===== src/hw/rtl/dlbb_pkg.sv =====
// ----------------------------------------------------------------------------
// dlbb_pkg
// Shared constants, codes and controller/datapath types for the block
// completion bitmap.
// ----------------------------------------------------------------------------
`timescale 1ns / 1ps

package dlbb_pkg;

  // default number of mark bits
  localparam int unsigned MAX_BLOCKS = 1024;

  // fixed widths of the port fields
  localparam int unsigned DATA_W   = 32;
  localparam int unsigned ACTION_W = 3;
  localparam int unsigned POS_W    = 11;
  localparam int unsigned CFG_AW   = 3;
  localparam int unsigned REG_LSB  = 2;

  // marks are stored as words of this many bits
  localparam int unsigned WORD_W = 32;
  localparam int unsigned WL     = $clog2(WORD_W);

  // dividend may carry one extra bit after the byte range end adjustment
  localparam int unsigned DVD_W = DATA_W + 1;

  typedef enum logic [ACTION_W-1:0] {
    ACT_GET       = 3'd0,
    ACT_SET       = 3'd1,
    ACT_SET_ALL   = 3'd2,
    ACT_SET_RANGE = 3'd3,
    ACT_SET_BYTES = 3'd4,
    ACT_FIND      = 3'd5
  } dlbb_action_e;

  typedef enum logic {
    REG_TOTAL = 1'b0,
    REG_BPB   = 1'b1
  } dlbb_reg_e;

  typedef enum logic [1:0] {
    DIV_CNT = 2'd0,
    DIV_LO  = 2'd1,
    DIV_HI  = 2'd2
  } dlbb_div_sel_e;

  typedef enum logic [3:0] {
    ST_CLEAR,
    ST_CNT_GO,
    ST_CNT_WAIT,
    ST_IDLE,
    ST_DECODE,
    ST_LO_GO,
    ST_LO_WAIT,
    ST_HI_GO,
    ST_HI_WAIT,
    ST_PREP,
    ST_READ,
    ST_USE,
    ST_DONE
  } dlbb_state_e;

  typedef struct packed {
    logic          in_ready;
    logic          clr_start;
    logic          clr_write;
    logic          addr_inc;
    logic          div_start;
    dlbb_div_sel_e div_sel;
    logic          cnt_load;
    logic          lo_load;
    logic          hi_load;
    logic          prep;
    logic          rd_en;
    logic          word_op;
    logic          out_load;
  } dlbb_cmd_t;

  typedef struct packed {
    logic                in_fire;
    logic [ACTION_W-1:0] act;
    logic                div_done;
    logic                clr_last;
    logic                skip;
    logic                last_word;
    logic                hit;
    logic                out_busy;
  } dlbb_stat_t;

endpackage


===== src/hw/rtl/dlbb_if.sv =====
// ----------------------------------------------------------------------------
// dlbb_in_if / dlbb_out_if
// Valid/ready channels carrying the request item and the result item.
// ----------------------------------------------------------------------------
`timescale 1ns / 1ps

interface dlbb_in_if;
  logic                            valid;
  logic                            ready;
  logic [dlbb_pkg::ACTION_W-1:0]   action;
  logic [dlbb_pkg::DATA_W-1:0]     first;
  logic [dlbb_pkg::DATA_W-1:0]     last;
  logic                            bit_value;

  modport source (output valid, action, first, last, bit_value, input ready);
  modport sink   (input valid, action, first, last, bit_value, output ready);
endinterface

interface dlbb_out_if;
  logic                          valid;
  logic                          ready;
  logic                          read_bit;
  logic [dlbb_pkg::POS_W-1:0]    found_position;
  logic [dlbb_pkg::POS_W-1:0]    block_count;
  logic                          status;

  modport source (output valid, read_bit, found_position, block_count, status, input ready);
  modport sink   (input valid, read_bit, found_position, block_count, status, output ready);
endinterface


===== src/hw/rtl/dlbb_div.sv =====
// ----------------------------------------------------------------------------
// dlbb_div
// Restoring divider, one quotient bit per cycle, with a remainder-nonzero flag.
// ----------------------------------------------------------------------------
`timescale 1ns / 1ps

module dlbb_div (
  input  logic                          clk_i,
  input  logic                          rst_ni,
  input  logic                          start_i,
  input  logic [dlbb_pkg::DVD_W-1:0]    dividend_i,
  input  logic [dlbb_pkg::DATA_W-1:0]   divisor_i,
  output logic                          done_o,
  output logic [dlbb_pkg::DVD_W-1:0]    quo_o,
  output logic                          rem_nz_o
);
  import dlbb_pkg::*;

  localparam int unsigned CNT_W = $clog2(DVD_W + 1);

  logic                busy_q, busy_d;
  logic                done_q, done_d;
  logic [CNT_W-1:0]    cnt_q, cnt_d;
  logic [DATA_W:0]     rem_q, rem_d;
  logic [DVD_W-1:0]    quo_q, quo_d;
  logic [DATA_W-1:0]   dsr_q, dsr_d;

  logic [DATA_W:0]     shifted;
  logic [DATA_W+1:0]   diff;
  logic                ge;

  always_comb begin
    shifted = {rem_q[DATA_W-1:0], quo_q[DVD_W-1]};
    diff    = {1'b0, shifted} - {2'b00, dsr_q};
    ge      = ~diff[DATA_W+1];
  end

  always_comb begin
    busy_d = busy_q;
    done_d = 1'b0;
    cnt_d  = cnt_q;
    rem_d  = rem_q;
    quo_d  = quo_q;
    dsr_d  = dsr_q;
    if (start_i) begin
      busy_d = 1'b1;
      cnt_d  = CNT_W'(DVD_W);
      rem_d  = '0;
      quo_d  = dividend_i;
      dsr_d  = divisor_i;
    end else if (busy_q) begin
      rem_d = ge ? diff[DATA_W:0] : shifted;
      quo_d = {quo_q[DVD_W-2:0], ge};
      cnt_d = cnt_q - CNT_W'(1);
      if (cnt_q == CNT_W'(1)) begin
        busy_d = 1'b0;
        done_d = 1'b1;
      end
    end
  end

  always_ff @(posedge clk_i or negedge rst_ni) begin
    if (!rst_ni) begin
      busy_q <= 1'b0;
      done_q <= 1'b0;
      cnt_q  <= '0;
    end else begin
      busy_q <= busy_d;
      done_q <= done_d;
      cnt_q  <= cnt_d;
    end
  end

  always_ff @(posedge clk_i) begin
    rem_q <= rem_d;
    quo_q <= quo_d;
    dsr_q <= dsr_d;
  end

  assign done_o   = done_q;
  assign quo_o    = quo_q;
  assign rem_nz_o = |rem_q;

endmodule


===== src/hw/rtl/dlbb_dp.sv =====
// ----------------------------------------------------------------------------
// dlbb_dp
// Datapath: config registers, block count, range decode, word-wide mark
// memory, match search and the result register.
// ----------------------------------------------------------------------------
`timescale 1ns / 1ps

module dlbb_dp #(
  parameter int unsigned MaxBlocks = dlbb_pkg::MAX_BLOCKS
) (
  input  logic                          clk_i,
  input  logic                          rst_ni,
  dlbb_in_if.sink                       in_ch,
  dlbb_out_if.source                    out_ch,
  input  logic                          cfg_we_i,
  input  logic [dlbb_pkg::CFG_AW-1:0]   cfg_addr_i,
  input  logic [dlbb_pkg::DATA_W-1:0]   cfg_wdata_i,
  output logic [dlbb_pkg::DATA_W-1:0]   cfg_rdata_o,
  input  dlbb_pkg::dlbb_cmd_t           cmd_i,
  output dlbb_pkg::dlbb_stat_t          stat_o
);
  import dlbb_pkg::*;

  localparam int unsigned CW     = $clog2(MaxBlocks + 1);
  localparam int unsigned NWORDS = (MaxBlocks + WORD_W - 1) / WORD_W;
  localparam int unsigned AW     = (NWORDS > 1) ? $clog2(NWORDS) : 1;
  localparam int unsigned PW     = (CW > WL + AW) ? CW : WL + AW;

  // config registers
  logic [DATA_W-1:0] total_q, bpb_q;
  dlbb_reg_e         reg_sel;

  assign reg_sel     = dlbb_reg_e'(cfg_addr_i[REG_LSB]);
  assign cfg_rdata_o = (reg_sel == REG_BPB) ? bpb_q : total_q;

  always_ff @(posedge clk_i or negedge rst_ni) begin
    if (!rst_ni) begin
      total_q <= '0;
      bpb_q   <= DATA_W'(1);
    end else if (cfg_we_i) begin
      if (reg_sel == REG_BPB) begin
        bpb_q <= cfg_wdata_i;
      end else begin
        total_q <= cfg_wdata_i;
      end
    end
  end

  // latched item
  logic [ACTION_W-1:0] act_q;
  logic [DATA_W-1:0]   first_q, last_q;
  logic                val_q;
  logic                in_fire;

  assign in_ch.ready = cmd_i.in_ready;
  assign in_fire     = in_ch.valid & cmd_i.in_ready;

  // division operands
  logic [DATA_W-1:0] blk;
  logic [DVD_W-1:0]  last_adj;
  logic [DVD_W-1:0]  div_dvd;
  logic              div_done;
  logic [DVD_W-1:0]  div_quo;
  logic              div_rem_nz;

  assign blk = (bpb_q == '0) ? DATA_W'(1) : bpb_q;

  // an end at or past the length also covers the final partial block
  assign last_adj = (last_q >= total_q) ? ({1'b0, last_q} + {1'b0, blk})
                                        : {1'b0, last_q};

  always_comb begin
    case (cmd_i.div_sel)
      DIV_LO:  div_dvd = {1'b0, first_q};
      DIV_HI:  div_dvd = last_adj;
      default: div_dvd = {1'b0, total_q};
    endcase
  end

  dlbb_div u_div (
    .clk_i      (clk_i),
    .rst_ni     (rst_ni),
    .start_i    (cmd_i.div_start),
    .dividend_i (div_dvd),
    .divisor_i  (blk),
    .done_o     (div_done),
    .quo_o      (div_quo),
    .rem_nz_o   (div_rem_nz)
  );

  // block count, ceiling and saturation
  logic [CW-1:0]    n_q;
  logic [DVD_W:0]   cnt_sum;
  logic [CW-1:0]    n_d;

  assign cnt_sum = {1'b0, div_quo} + (DVD_W + 1)'(div_rem_nz);
  assign n_d     = (cnt_sum > (DVD_W + 1)'(MaxBlocks)) ? CW'(MaxBlocks) : cnt_sum[CW-1:0];

  always_ff @(posedge clk_i or negedge rst_ni) begin
    if (!rst_ni) begin
      n_q <= '0;
    end else if (cmd_i.cnt_load) begin
      n_q <= n_d;
    end
  end

  // raw range bounds, clamped in the prep step
  logic [DVD_W-1:0] lo_raw_q, hi_raw_q;
  logic [DVD_W-1:0] n_ext, lo_c, lo_e, hi_e, hm1_e;
  logic             hi_gt, first_oor, empty, is_pt, skip;

  assign n_ext = DVD_W'(n_q);

  always_comb begin
    first_oor = {1'b0, first_q} >= n_ext;
    lo_c      = (lo_raw_q >= n_ext) ? n_ext : lo_raw_q;
    hi_gt     = hi_raw_q > n_ext;
    hi_e      = hi_gt ? n_ext : hi_raw_q;
    lo_e      = lo_c;
    // an end beyond the count still writes the final mark
    if (hi_gt && (n_q != '0) && (lo_c == n_ext)) begin
      lo_e = n_ext - DVD_W'(1);
    end
    empty = hi_e <= lo_e;
    hm1_e = hi_e - DVD_W'(1);
    is_pt = (act_q == ACT_GET) || (act_q == ACT_SET);
    skip  = is_pt ? first_oor : empty;
  end

  always_ff @(posedge clk_i) begin
    if (in_fire) begin
      act_q   <= in_ch.action;
      first_q <= in_ch.first;
      last_q  <= in_ch.last;
      val_q   <= in_ch.bit_value;
      case (in_ch.action)
        ACT_SET, ACT_GET: begin
          lo_raw_q <= {1'b0, in_ch.first};
          hi_raw_q <= {1'b0, in_ch.first} + DVD_W'(1);
        end
        ACT_SET_ALL: begin
          lo_raw_q <= '0;
          hi_raw_q <= n_ext;
        end
        ACT_SET_RANGE: begin
          lo_raw_q <= {1'b0, in_ch.first};
          hi_raw_q <= {1'b0, in_ch.last};
        end
        default: begin
          lo_raw_q <= {1'b0, in_ch.first};
          hi_raw_q <= n_ext;
        end
      endcase
    end else begin
      if (cmd_i.lo_load) begin
        lo_raw_q <= div_quo;
      end
      if (cmd_i.hi_load) begin
        hi_raw_q <= div_quo;
      end
    end
  end

  // word walk
  logic [PW-1:0]     lo_q, hm1_q;
  logic [AW-1:0]     addr_q;
  logic [AW-1:0]     lo_word, hi_word;
  logic [WL-1:0]     start, stop;
  logic [WORD_W-1:0] mask, wdata, match, rdata_q;
  logic [WL-1:0]     ffs_idx;
  logic              is_lo, is_hi, hit, is_wr_act;
  logic [PW-1:0]     pos;

  always_ff @(posedge clk_i) begin
    if (cmd_i.prep) begin
      lo_q  <= lo_e[PW-1:0];
      hm1_q <= hm1_e[PW-1:0];
    end
  end

  always_ff @(posedge clk_i or negedge rst_ni) begin
    if (!rst_ni) begin
      addr_q <= '0;
    end else if (cmd_i.clr_start) begin
      addr_q <= '0;
    end else if (cmd_i.prep) begin
      addr_q <= lo_e[WL+AW-1:WL];
    end else if (cmd_i.addr_inc) begin
      addr_q <= addr_q + AW'(1);
    end
  end

  always_comb begin
    lo_word = lo_q[WL+AW-1:WL];
    hi_word = hm1_q[WL+AW-1:WL];
    is_lo   = addr_q == lo_word;
    is_hi   = addr_q == hi_word;
    start   = is_lo ? lo_q[WL-1:0] : '0;
    stop    = is_hi ? hm1_q[WL-1:0] : {WL{1'b1}};
    mask    = ({WORD_W{1'b1}} << start) & ({WORD_W{1'b1}} >> (~stop));
    wdata   = (rdata_q & ~mask) | (val_q ? mask : '0);
    match   = (val_q ? rdata_q : ~rdata_q) & mask;
    hit     = |match;
    is_wr_act = (act_q == ACT_SET) || (act_q == ACT_SET_ALL) ||
                (act_q == ACT_SET_RANGE) || (act_q == ACT_SET_BYTES);
  end

  always_comb begin
    ffs_idx = '0;
    for (int j = WORD_W - 1; j >= 0; j--) begin
      if (match[j]) begin
        ffs_idx = WL'(j);
      end
    end
  end

  assign pos = PW'({addr_q, ffs_idx});

  // mark memory, one word per row
  logic [WORD_W-1:0] mem_q [NWORDS];
  logic              mem_we;
  logic [WORD_W-1:0] mem_wdata;

  assign mem_we    = cmd_i.clr_write | (cmd_i.word_op & is_wr_act);
  assign mem_wdata = cmd_i.clr_write ? '0 : wdata;

  always_ff @(posedge clk_i) begin
    if (mem_we) begin
      mem_q[addr_q] <= mem_wdata;
    end
    if (cmd_i.rd_en) begin
      rdata_q <= mem_q[addr_q];
    end
  end

  // result being built
  logic          res_rd_q;
  logic [CW-1:0] res_found_q;
  logic          res_status_q;

  always_ff @(posedge clk_i) begin
    if (in_fire) begin
      res_rd_q     <= 1'b0;
      res_found_q  <= '0;
      res_status_q <= in_ch.action > ACT_FIND;
    end else if (cmd_i.prep) begin
      if (is_pt && first_oor) begin
        res_status_q <= 1'b1;
      end
      if (act_q == ACT_FIND) begin
        res_found_q <= n_q;
      end
    end else if (cmd_i.word_op) begin
      if (act_q == ACT_GET) begin
        res_rd_q <= rdata_q[lo_q[WL-1:0]];
      end
      if ((act_q == ACT_FIND) && hit) begin
        res_found_q <= pos[CW-1:0];
      end
    end
  end

  // output register
  logic                out_valid_q;
  logic                out_rd_q, out_status_q;
  logic [POS_W-1:0]    out_found_q, out_count_q;
  logic [CW+POS_W-1:0] found_ext, count_ext;

  assign found_ext = {{POS_W{1'b0}}, res_found_q};
  assign count_ext = {{POS_W{1'b0}}, n_q};

  always_ff @(posedge clk_i or negedge rst_ni) begin
    if (!rst_ni) begin
      out_valid_q <= 1'b0;
    end else if (cmd_i.out_load) begin
      out_valid_q <= 1'b1;
    end else if (out_ch.ready) begin
      out_valid_q <= 1'b0;
    end
  end

  always_ff @(posedge clk_i) begin
    if (cmd_i.out_load) begin
      out_rd_q     <= res_rd_q;
      out_found_q  <= found_ext[POS_W-1:0];
      out_count_q  <= count_ext[POS_W-1:0];
      out_status_q <= res_status_q;
    end
  end

  assign out_ch.valid          = out_valid_q;
  assign out_ch.read_bit       = out_rd_q;
  assign out_ch.found_position = out_found_q;
  assign out_ch.block_count    = out_count_q;
  assign out_ch.status         = out_status_q;

  always_comb begin
    stat_o           = '0;
    stat_o.in_fire   = in_fire;
    stat_o.act       = act_q;
    stat_o.div_done  = div_done;
    stat_o.clr_last  = addr_q == AW'(NWORDS - 1);
    stat_o.skip      = skip;
    stat_o.last_word = is_hi;
    stat_o.hit       = hit;
    stat_o.out_busy  = out_valid_q & ~out_ch.ready;
  end

endmodule


===== src/hw/rtl/dlbb_ctrl.sv =====
// ----------------------------------------------------------------------------
// dlbb_ctrl
// Sequencer: clearing pass, block count, per-item divide, word walk and
// result hand-off.
// ----------------------------------------------------------------------------
`timescale 1ns / 1ps

module dlbb_ctrl (
  input  logic                  clk_i,
  input  logic                  rst_ni,
  input  logic                  cfg_we_i,
  input  dlbb_pkg::dlbb_stat_t  stat_i,
  output dlbb_pkg::dlbb_cmd_t   cmd_o
);
  import dlbb_pkg::*;

  dlbb_state_e state_q, state_d;
  logic        is_get, is_find;

  assign is_get  = stat_i.act == ACT_GET;
  assign is_find = stat_i.act == ACT_FIND;

  always_ff @(posedge clk_i or negedge rst_ni) begin
    if (!rst_ni) begin
      state_q <= ST_CLEAR;
    end else begin
      state_q <= state_d;
    end
  end

  // next state
  always_comb begin
    state_d = state_q;
    case (state_q)
      ST_CLEAR:    if (stat_i.clr_last) state_d = ST_CNT_GO;
      ST_CNT_GO:   state_d = ST_CNT_WAIT;
      ST_CNT_WAIT: if (stat_i.div_done) state_d = ST_IDLE;
      ST_IDLE:     if (stat_i.in_fire) state_d = ST_DECODE;
      ST_DECODE: begin
        case (stat_i.act)
          ACT_GET, ACT_SET, ACT_SET_ALL, ACT_SET_RANGE, ACT_FIND: state_d = ST_PREP;
          ACT_SET_BYTES: state_d = ST_LO_GO;
          default:       state_d = ST_DONE;
        endcase
      end
      ST_LO_GO:    state_d = ST_LO_WAIT;
      ST_LO_WAIT:  if (stat_i.div_done) state_d = ST_HI_GO;
      ST_HI_GO:    state_d = ST_HI_WAIT;
      ST_HI_WAIT:  if (stat_i.div_done) state_d = ST_PREP;
      ST_PREP:     state_d = stat_i.skip ? ST_DONE : ST_READ;
      ST_READ:     state_d = ST_USE;
      ST_USE: begin
        if (is_get || stat_i.last_word || (is_find && stat_i.hit)) begin
          state_d = ST_DONE;
        end else begin
          state_d = ST_READ;
        end
      end
      ST_DONE:     if (!stat_i.out_busy) state_d = ST_IDLE;
      default:     state_d = ST_CLEAR;
    endcase
    // new sizing restarts the clearing pass
    if (cfg_we_i) begin
      state_d = ST_CLEAR;
    end
  end

  // commands
  always_comb begin
    cmd_o         = '0;
    cmd_o.div_sel = DIV_CNT;
    case (state_q)
      ST_CLEAR: begin
        cmd_o.clr_write = 1'b1;
        cmd_o.addr_inc  = 1'b1;
      end
      ST_CNT_GO:   cmd_o.div_start = 1'b1;
      ST_CNT_WAIT: cmd_o.cnt_load  = stat_i.div_done;
      ST_IDLE:     cmd_o.in_ready  = ~cfg_we_i;
      ST_LO_GO: begin
        cmd_o.div_start = 1'b1;
        cmd_o.div_sel   = DIV_LO;
      end
      ST_LO_WAIT:  cmd_o.lo_load = stat_i.div_done;
      ST_HI_GO: begin
        cmd_o.div_start = 1'b1;
        cmd_o.div_sel   = DIV_HI;
      end
      ST_HI_WAIT:  cmd_o.hi_load = stat_i.div_done;
      ST_PREP:     cmd_o.prep    = 1'b1;
      ST_READ:     cmd_o.rd_en   = 1'b1;
      ST_USE: begin
        cmd_o.word_op  = 1'b1;
        cmd_o.addr_inc = ~(is_get || stat_i.last_word || (is_find && stat_i.hit));
      end
      ST_DONE:     cmd_o.out_load = ~stat_i.out_busy;
      default:     cmd_o.in_ready = 1'b0;
    endcase
    if (cfg_we_i) begin
      cmd_o.clr_start = 1'b1;
    end
  end

endmodule


===== src/hw/rtl/download_block_bitmap.sv =====
// ----------------------------------------------------------------------------
// download_block_bitmap
// One mark bit per fixed-size block of a download, with get, set, range set
// and find-first on a valid/ready channel and an APB sizing port.
// ----------------------------------------------------------------------------
`timescale 1ns / 1ps

// Marks live in a single-port memory of 32-bit words, walked by a sequencer
// one word at a time (read, then merge or search). Get and set touch a
// single word; set all, block range and byte range walk the words of the
// range, and find stops at the first word holding a match. An item that
// touches no word skips the walk, and an unknown action goes straight to
// the result. A byte range runs two divides ahead of the walk. After reset
// and after any register write the block runs a clearing pass over all
// words and a divide for the block count, and it accepts no item until
// both are done. One item is worked on at a time; a finished result waits
// in an output register while the next item is taken.

module download_block_bitmap #(
  parameter int unsigned MaxBlocks = dlbb_pkg::MAX_BLOCKS
) (
  input  logic                          clk_i,
  input  logic                          rst_ni,
  dlbb_in_if.sink                       in_ch,
  dlbb_out_if.source                    out_ch,
  input  logic                          psel,
  input  logic                          penable,
  input  logic                          pwrite,
  input  logic [dlbb_pkg::CFG_AW-1:0]   paddr,
  input  logic [dlbb_pkg::DATA_W-1:0]   pwdata,
  output logic [dlbb_pkg::DATA_W-1:0]   prdata,
  output logic                          pready
);
  import dlbb_pkg::*;

  dlbb_cmd_t  cmd;
  dlbb_stat_t stat;
  logic       cfg_we;

  assign pready = 1'b1;
  assign cfg_we = psel & penable & pwrite;

  dlbb_dp #(
    .MaxBlocks (MaxBlocks)
  ) u_dp (
    .clk_i       (clk_i),
    .rst_ni      (rst_ni),
    .in_ch       (in_ch),
    .out_ch      (out_ch),
    .cfg_we_i    (cfg_we),
    .cfg_addr_i  (paddr),
    .cfg_wdata_i (pwdata),
    .cfg_rdata_o (prdata),
    .cmd_i       (cmd),
    .stat_o      (stat)
  );

  dlbb_ctrl u_ctrl (
    .clk_i    (clk_i),
    .rst_ni   (rst_ni),
    .cfg_we_i (cfg_we),
    .stat_i   (stat),
    .cmd_o    (cmd)
  );

endmodule


===== src/flat_wrapper.sv =====
// flat-port wrapper written by rule: the top's interface ports become plain ports
module download_block_bitmap_flat import dlbb_pkg::*;
#(
  parameter int unsigned MaxBlocks = dlbb_pkg::MAX_BLOCKS
)
  (clk_i, rst_ni, psel, penable, pwrite, paddr, pwdata, prdata, pready, in_ch_valid, in_ch_action, in_ch_first, in_ch_last, in_ch_bit_value, in_ch_ready, out_ch_valid, out_ch_read_bit, out_ch_found_position, out_ch_block_count, out_ch_status, out_ch_ready);
  dlbb_in_if in_ch_i ();
  dlbb_out_if out_ch_i ();
  input  logic clk_i;
  input  logic rst_ni;
  input  logic psel;
  input  logic penable;
  input  logic pwrite;
  input  logic [dlbb_pkg::CFG_AW-1:0] paddr;
  input  logic [dlbb_pkg::DATA_W-1:0] pwdata;
  output logic [dlbb_pkg::DATA_W-1:0] prdata;
  output logic pready;
  input wire logic [$bits(in_ch_i.valid)-1:0] in_ch_valid;
  input wire logic [$bits(in_ch_i.action)-1:0] in_ch_action;
  input wire logic [$bits(in_ch_i.first)-1:0] in_ch_first;
  input wire logic [$bits(in_ch_i.last)-1:0] in_ch_last;
  input wire logic [$bits(in_ch_i.bit_value)-1:0] in_ch_bit_value;
  output wire logic [$bits(in_ch_i.ready)-1:0] in_ch_ready;
  output wire logic [$bits(out_ch_i.valid)-1:0] out_ch_valid;
  output wire logic [$bits(out_ch_i.read_bit)-1:0] out_ch_read_bit;
  output wire logic [$bits(out_ch_i.found_position)-1:0] out_ch_found_position;
  output wire logic [$bits(out_ch_i.block_count)-1:0] out_ch_block_count;
  output wire logic [$bits(out_ch_i.status)-1:0] out_ch_status;
  input wire logic [$bits(out_ch_i.ready)-1:0] out_ch_ready;
  assign in_ch_i.valid = in_ch_valid;
  assign in_ch_i.action = in_ch_action;
  assign in_ch_i.first = in_ch_first;
  assign in_ch_i.last = in_ch_last;
  assign in_ch_i.bit_value = in_ch_bit_value;
  assign in_ch_ready = in_ch_i.ready;
  assign out_ch_valid = out_ch_i.valid;
  assign out_ch_read_bit = out_ch_i.read_bit;
  assign out_ch_found_position = out_ch_i.found_position;
  assign out_ch_block_count = out_ch_i.block_count;
  assign out_ch_status = out_ch_i.status;
  assign out_ch_i.ready = out_ch_ready;
  download_block_bitmap #(.MaxBlocks(MaxBlocks)) u_core (.clk_i(clk_i), .rst_ni(rst_ni), .in_ch(in_ch_i), .out_ch(out_ch_i), .psel(psel), .penable(penable), .pwrite(pwrite), .paddr(paddr), .pwdata(pwdata), .prdata(prdata), .pready(pready));
endmodule

===== config.mk =====
export PLATFORM = sky130hd
export DESIGN_NAME = download_block_bitmap_flat
export DESIGN_NICKNAME = d
export VERILOG_FILES = /design/src/hw/rtl/dlbb_pkg.sv /design/src/hw/rtl/dlbb_if.sv /design/src/hw/rtl/dlbb_div.sv /design/src/hw/rtl/dlbb_dp.sv /design/src/hw/rtl/dlbb_ctrl.sv /design/src/hw/rtl/download_block_bitmap.sv /design/src/flat_wrapper.sv
export SDC_FILE = /design/constraint.sdc
export NUM_CORES = 2
export LEC_CHECK = 0
export BUFFER_PORTS_ARGS = -buffer_cell sky130_fd_sc_hd__buf_2
export CORE_UTILIZATION = 63
export CTS_BUF_LIST = sky130_fd_sc_hd__clkbuf_4 sky130_fd_sc_hd__clkbuf_8 sky130_fd_sc_hd__clkbuf_16
export DETAILED_ROUTE_END_ITERATION = 10
export PLACE_DENSITY = 0.8
export SETUP_SLACK_MARGIN = 0.3
export SYNTH_ARGS = -nofsm -noshare
export SYNTH_HDL_FRONTEND = slang
export SYNTH_SLANG_ARGS = --single-unit

===== constraint.sdc =====
create_clock -name clk_i -period 7.7 [get_ports clk_i]
set_input_delay 1.155 -clock clk_i [delete_from_list [all_inputs] [get_ports clk_i]]
set_output_delay 1.155 -clock clk_i [all_outputs]
set_load 0.02 [all_outputs]

==> metrics.log <==
[metrics] number of input and output port buffers inserted: 165
[metrics] top-area cell type share of the netlist area: 59.28%
[metrics] combined area of all synthesized cells: 65,850 µm²
[metrics] worst hold path class: reg2reg
[metrics] cell types occupying the most area after synthesis: edfxtp_1 59%, mux4_2 9.1%, dfrtp_1 3.5%
[metrics] final setup fails: 0
[metrics] clock latency at the later pin of the worst-skew pair: 790 ps
[metrics] Cell Count, Final, Fillers Out: 6,179
[metrics] number of cells produced by synthesis: 4,501
[metrics] fraction of final layout cells sized beyond drive strength 1: 20.24%
[metrics] post-place setup slack: 1704 ps
[metrics] Routed Wire Length: 200.8 mm
[metrics] detailed placer's ending HPWL: 115.9 mm
[metrics] data arrival time at the worst-slack endpoint: 6800 ps
[metrics] required time reported for the critical path endpoint: 8320 ps
[metrics] run status: finished, violations left
[metrics] Initial Util: 63.62%
[metrics] pin count of the biggest net entering global routing: 71
[metrics] Final Hold Violating Endpoints: 0
[metrics] capture endpoint of the worst hold path: u_core.u_dp.out_ch.status
[metrics] number of cells on the worst reg-to-reg path: 24
[metrics] CTS tree: built
[metrics] launch instance of the worst min-delay path: u_core.u_dp.res_status_q
[metrics] CTS Hold Bufs: 0
[metrics] fill cell total of the finished layout: 6,487
[metrics] Core Rows: 118
[metrics] number of distinct library cell variants in the gate-level netlist after synthesis: 88
[metrics] power density relative to cell area: 364.5 nW/µm²
[metrics] first-pass GRT wire length: 288.8 mm
[metrics] number of setup buffers added after CTS: 0
[metrics] type of origin of the critical path: flip-flop
[metrics] final layout net count: 4,956
[metrics] clock sink count: 1,438
[metrics] violations in the final reports: max-capacitance violations, max-slew violations
[metrics] Core ar.: 103,500 µm²
[metrics] floorplan die height: 325.3 µm
[metrics] Fin Clk Skew: 52.94 ps
[metrics] Residual DRC: 0
[metrics] sequential area share after synthesis: 64.19%
[metrics] R2R Path End: u_core.u_ctrl.state_q[1]
[metrics] synthesis-to-layout area growth: 11.54%
[metrics] CTS buffer count: 142
[metrics] routed length per placed instance: 32.49 µm
[metrics] most used flip-flop cell after synthesis: edfxtp_1
[metrics] antenna violations before repair: 16
[metrics] Peak supply drop: 0.3166 mV
[metrics] FF+latch count, synth: 1,438
[metrics] Final TNS setup: 0 ps
[metrics] Worst Slack Setup Final: 1512 ps
[metrics] yosys warns: 0
[metrics] post-route ant nets: 0
[metrics] vias after detailed routing: 44,060
[metrics] mean number of vias per cell: 7.131
[metrics] setup repair after global routing missed its margin: no
[metrics] total power after layout: 26,770 µW
[metrics] global placement routability congestion: 0.9798
[metrics] I/O pin total: 169
[metrics] number of violations of the max-capacitance limit: 1
[metrics] post-cts gate resize count: 0
[metrics] timing-limited maximum frequency: 0.1616 GHz
[metrics] buffer levels on the longest clock path: 3
[metrics] hold depth: 0
[metrics] largest area contributor in the netlist: edfxtp_1
[metrics] Worst R2R Start: u_core.u_dp.n_q[1]
[metrics] average cell area after synthesis: 14.63 µm²
[metrics] post-route minimum period: 6188 ps
[metrics] global-route congestion overflow total: 0
[metrics] Async SR Flop Fraction: 6.467%
[metrics] Worst Max-Slew Pin Slew: 1559 ps
[metrics] WS Path Type: reg2reg
[metrics] width of the chip: 325.3 µm
[metrics] number of synthesized flops with an enable pin: 1,300
[metrics] DRT Pass-1 Iters: 7
[metrics] cell count after placement: 5,904
[metrics] max-slew headroom at the worst pin: -3.931%
[metrics] Total Die Area: 105,800 µm²
[metrics] final design utilization: 70.97%
[metrics] Max FO, Critical Path: 14
[metrics] Register-to-Register Setup Slack: 1510 ps
[metrics] CTS root buffer: clkbuf_16
[metrics] part of the cycle the worst path needs: 80.36%
[metrics] clock slew seen by the registers of the worst setup and hold paths: 60 ps
[metrics] kind of capture point of the worst setup path: flip-flop
[metrics] Pins Over Slew Limit: 33
[metrics] reported leakage power: 0.02570 µW
[metrics] total number of H-tree levels: 4
[metrics] number of violations reported at the end of detailed-routing iteration 0: 6,688
[metrics] via count of the first global-routing pass: 42,690
[metrics] total global-route track usage: 37.96%
==> state kept, by name, indices dropped and copies added (netlist names), 3 cells and up <==
signal	flops
u_core.u_dp.mem_q	1024
u_core.u_dp.hi_raw_q	33
u_core.u_dp.lo_raw_q	33
u_core.u_dp.u_div.quo_o	33
u_core.u_dp.u_div.rem_q	33
u_core.u_dp.bpb_q	32
u_core.u_dp.first_q	32
u_core.u_dp.last_q	32
u_core.u_dp.rdata_q	32
u_core.u_dp.total_q	32
u_core.u_dp.u_div.dsr_q	32
u_core.u_dp.n_q	11
u_core.u_dp.out_ch.block_count	11
u_core.u_dp.out_ch.found_position	11
u_core.u_dp.res_found_q	11
u_core.u_dp.hm1_q	10
u_core.u_dp.lo_q	10
u_core.u_dp.u_div.cnt_q	6
u_core.u_dp.addr_q	5
u_core.u_ctrl.state_q	4
u_core.u_dp.act_q	3
==> per-stage QoR <==
| stage | hold WS, ps | instance area [µm²] |
|---|---|---|
| after floorplan | 400.3 | 65930 |
| after global placement | 405.1 | 68630 |
| after detailed placement | 405.7 | 68630 |
| after CTS | 403.8 | 73410 |
| after global routing | 432.3 | 73440 |
| final | 414.9 | 73450 |
==> layer usage <==
layer | part of all wire [%] | vias up | GRT usage [%]
met1 | 34 | 21700 | 48.09
met4 | 7.2 | 8 | 23.98
met3 | 11 | 788 | 8.074
li1 | - | 18110 | -
met5 | 0.024 | - | 0
met2 | 47 | 3460 | 60.12
==> worst max-delay path, cell delays in order (launching register included) <==
cell and delay [ps]:
dfrtp_1 610, inv_1 290, ha_1 380, nor2b_1 130, o21a_1 110, o21ai_0 70
a21o_1 160, a31oi_1 150, or3_1 600, nand2_1 470, nand2_1 390, nor2_1 70
a311oi_1 440, inv_1 90, ha_1 310, o21a_1 110, o21a_1 160, o21a_1 160
o21ai_0 160, a21oi_1 80, or3_1 370, a22oi_1 270, o211ai_1 120, a211oi_1 230
o21ai_0 100
==> power by group <==
group / switching [µW] / leakage, µW / internal (µW)
registers: 872 / 0.0136 / 10200
clock network: 3090 / 0.00236 / 4030
logic: 5310 / 0.00975 / 3300
==> worst max path at each step <==
stage               cells past startpoint                       end          startpoint
floorplan                               8   u_core.u_dp.hi_raw_q[1]              pwrite
global placement                       24  u_core.u_ctrl.state_q[1]  u_core.u_dp.n_q[1]
detailed placement                     24  u_core.u_ctrl.state_q[1]  u_core.u_dp.n_q[1]
CTS                                    24  u_core.u_ctrl.state_q[1]  u_core.u_dp.n_q[1]
global route                           24  u_core.u_ctrl.state_q[1]  u_core.u_dp.n_q[1]
finish                                 24  u_core.u_ctrl.state_q[1]  u_core.u_dp.n_q[1]
==> cell usage after synthesis (8+ instances only) <==
library cell and number:
o2bb2ai_1 9, nand2_1 252, a22o_1 21, xnor2_1 93, or2_2 10, dfxtp_1 45
a21o_1 53, nand2b_1 25, o31ai_1 20, edfxtp_1 1300, and3_1 29, and2_1 9
clkbuf_1 224, buf_1 39, xor2_1 51, o22ai_1 18, nand4_1 87, nor2_1 281
a221oi_1 65, mux2_2 93, a21oi_1 184, o21a_1 38, nor3_1 61, nor3b_1 13
dfrtp_1 92, a31oi_1 25, inv_1 143, a211o_1 9, or3_1 25, o22a_1 8
nand3b_1 14, nor4_1 46, nor2b_1 34, mux4_2 266, nand3_1 74, ha_1 176
or4_1 8, a211oi_1 35, a22oi_1 139, o21ai_0 214, mux2i_1 44, o211ai_1 14
==> placed cells by master (no fill, tap or decap), drive strengths merged, types with 49 or more instances in the layout <==
cell	synthesis	final
a21oi	184	184
mux2	93	93
xnor2	93	93
nor4	49	49
nand4	87	87
nand2	253	253
edfxtp	1300	1300
xor2	51	51
dfrtp	92	92
nand3	74	74
clkbuf	224	183
ha	176	176
mux4	266	266
inv	143	149
clkinv	3	56
a221oi	65	65
a22oi	139	139
buf	47	273
nor3	64	64
a21o	54	54
nor2	281	281
o21ai	215	215
==> kinds of logic (layout without fill, tap and decap cells) <==
group                    after synthesis  after routing  share of synthesized area (%)
other                                  2             39                        0.01141
flip-flops                          1438           1438                          64.19
AND/OR/NAND/NOR                      987            987                          7.257
XOR/XNOR                             144            144                          1.915
adder cells (fa/ha/maj)              178            178                          3.405
multiplexers                         403            403                          11.36
buffers and inverters                417            678                          2.419
AO/OA/AOI/OAI                        932            932                          9.447
==> final cells by class <==
| type | count | area, µm² | area share [%] |
|---|---|---|---|
| timing repair buffer | 273 | 1639 | 2.232 |
| antenna | 16 | 40.04 | 0.05451 |
| multi-input combinational | 2667 | 22440 | 30.55 |
| clock buffer | 183 | 3933 | 5.354 |
| clock inverter | 76 | 847.1 | 1.153 |
| sequential | 1438 | 42280 | 57.56 |
| inverter | 146 | 550.5 | 0.7496 |
| tap | 1380 | 1727 | 2.351 |
Power figures use the tool's default switching activity.
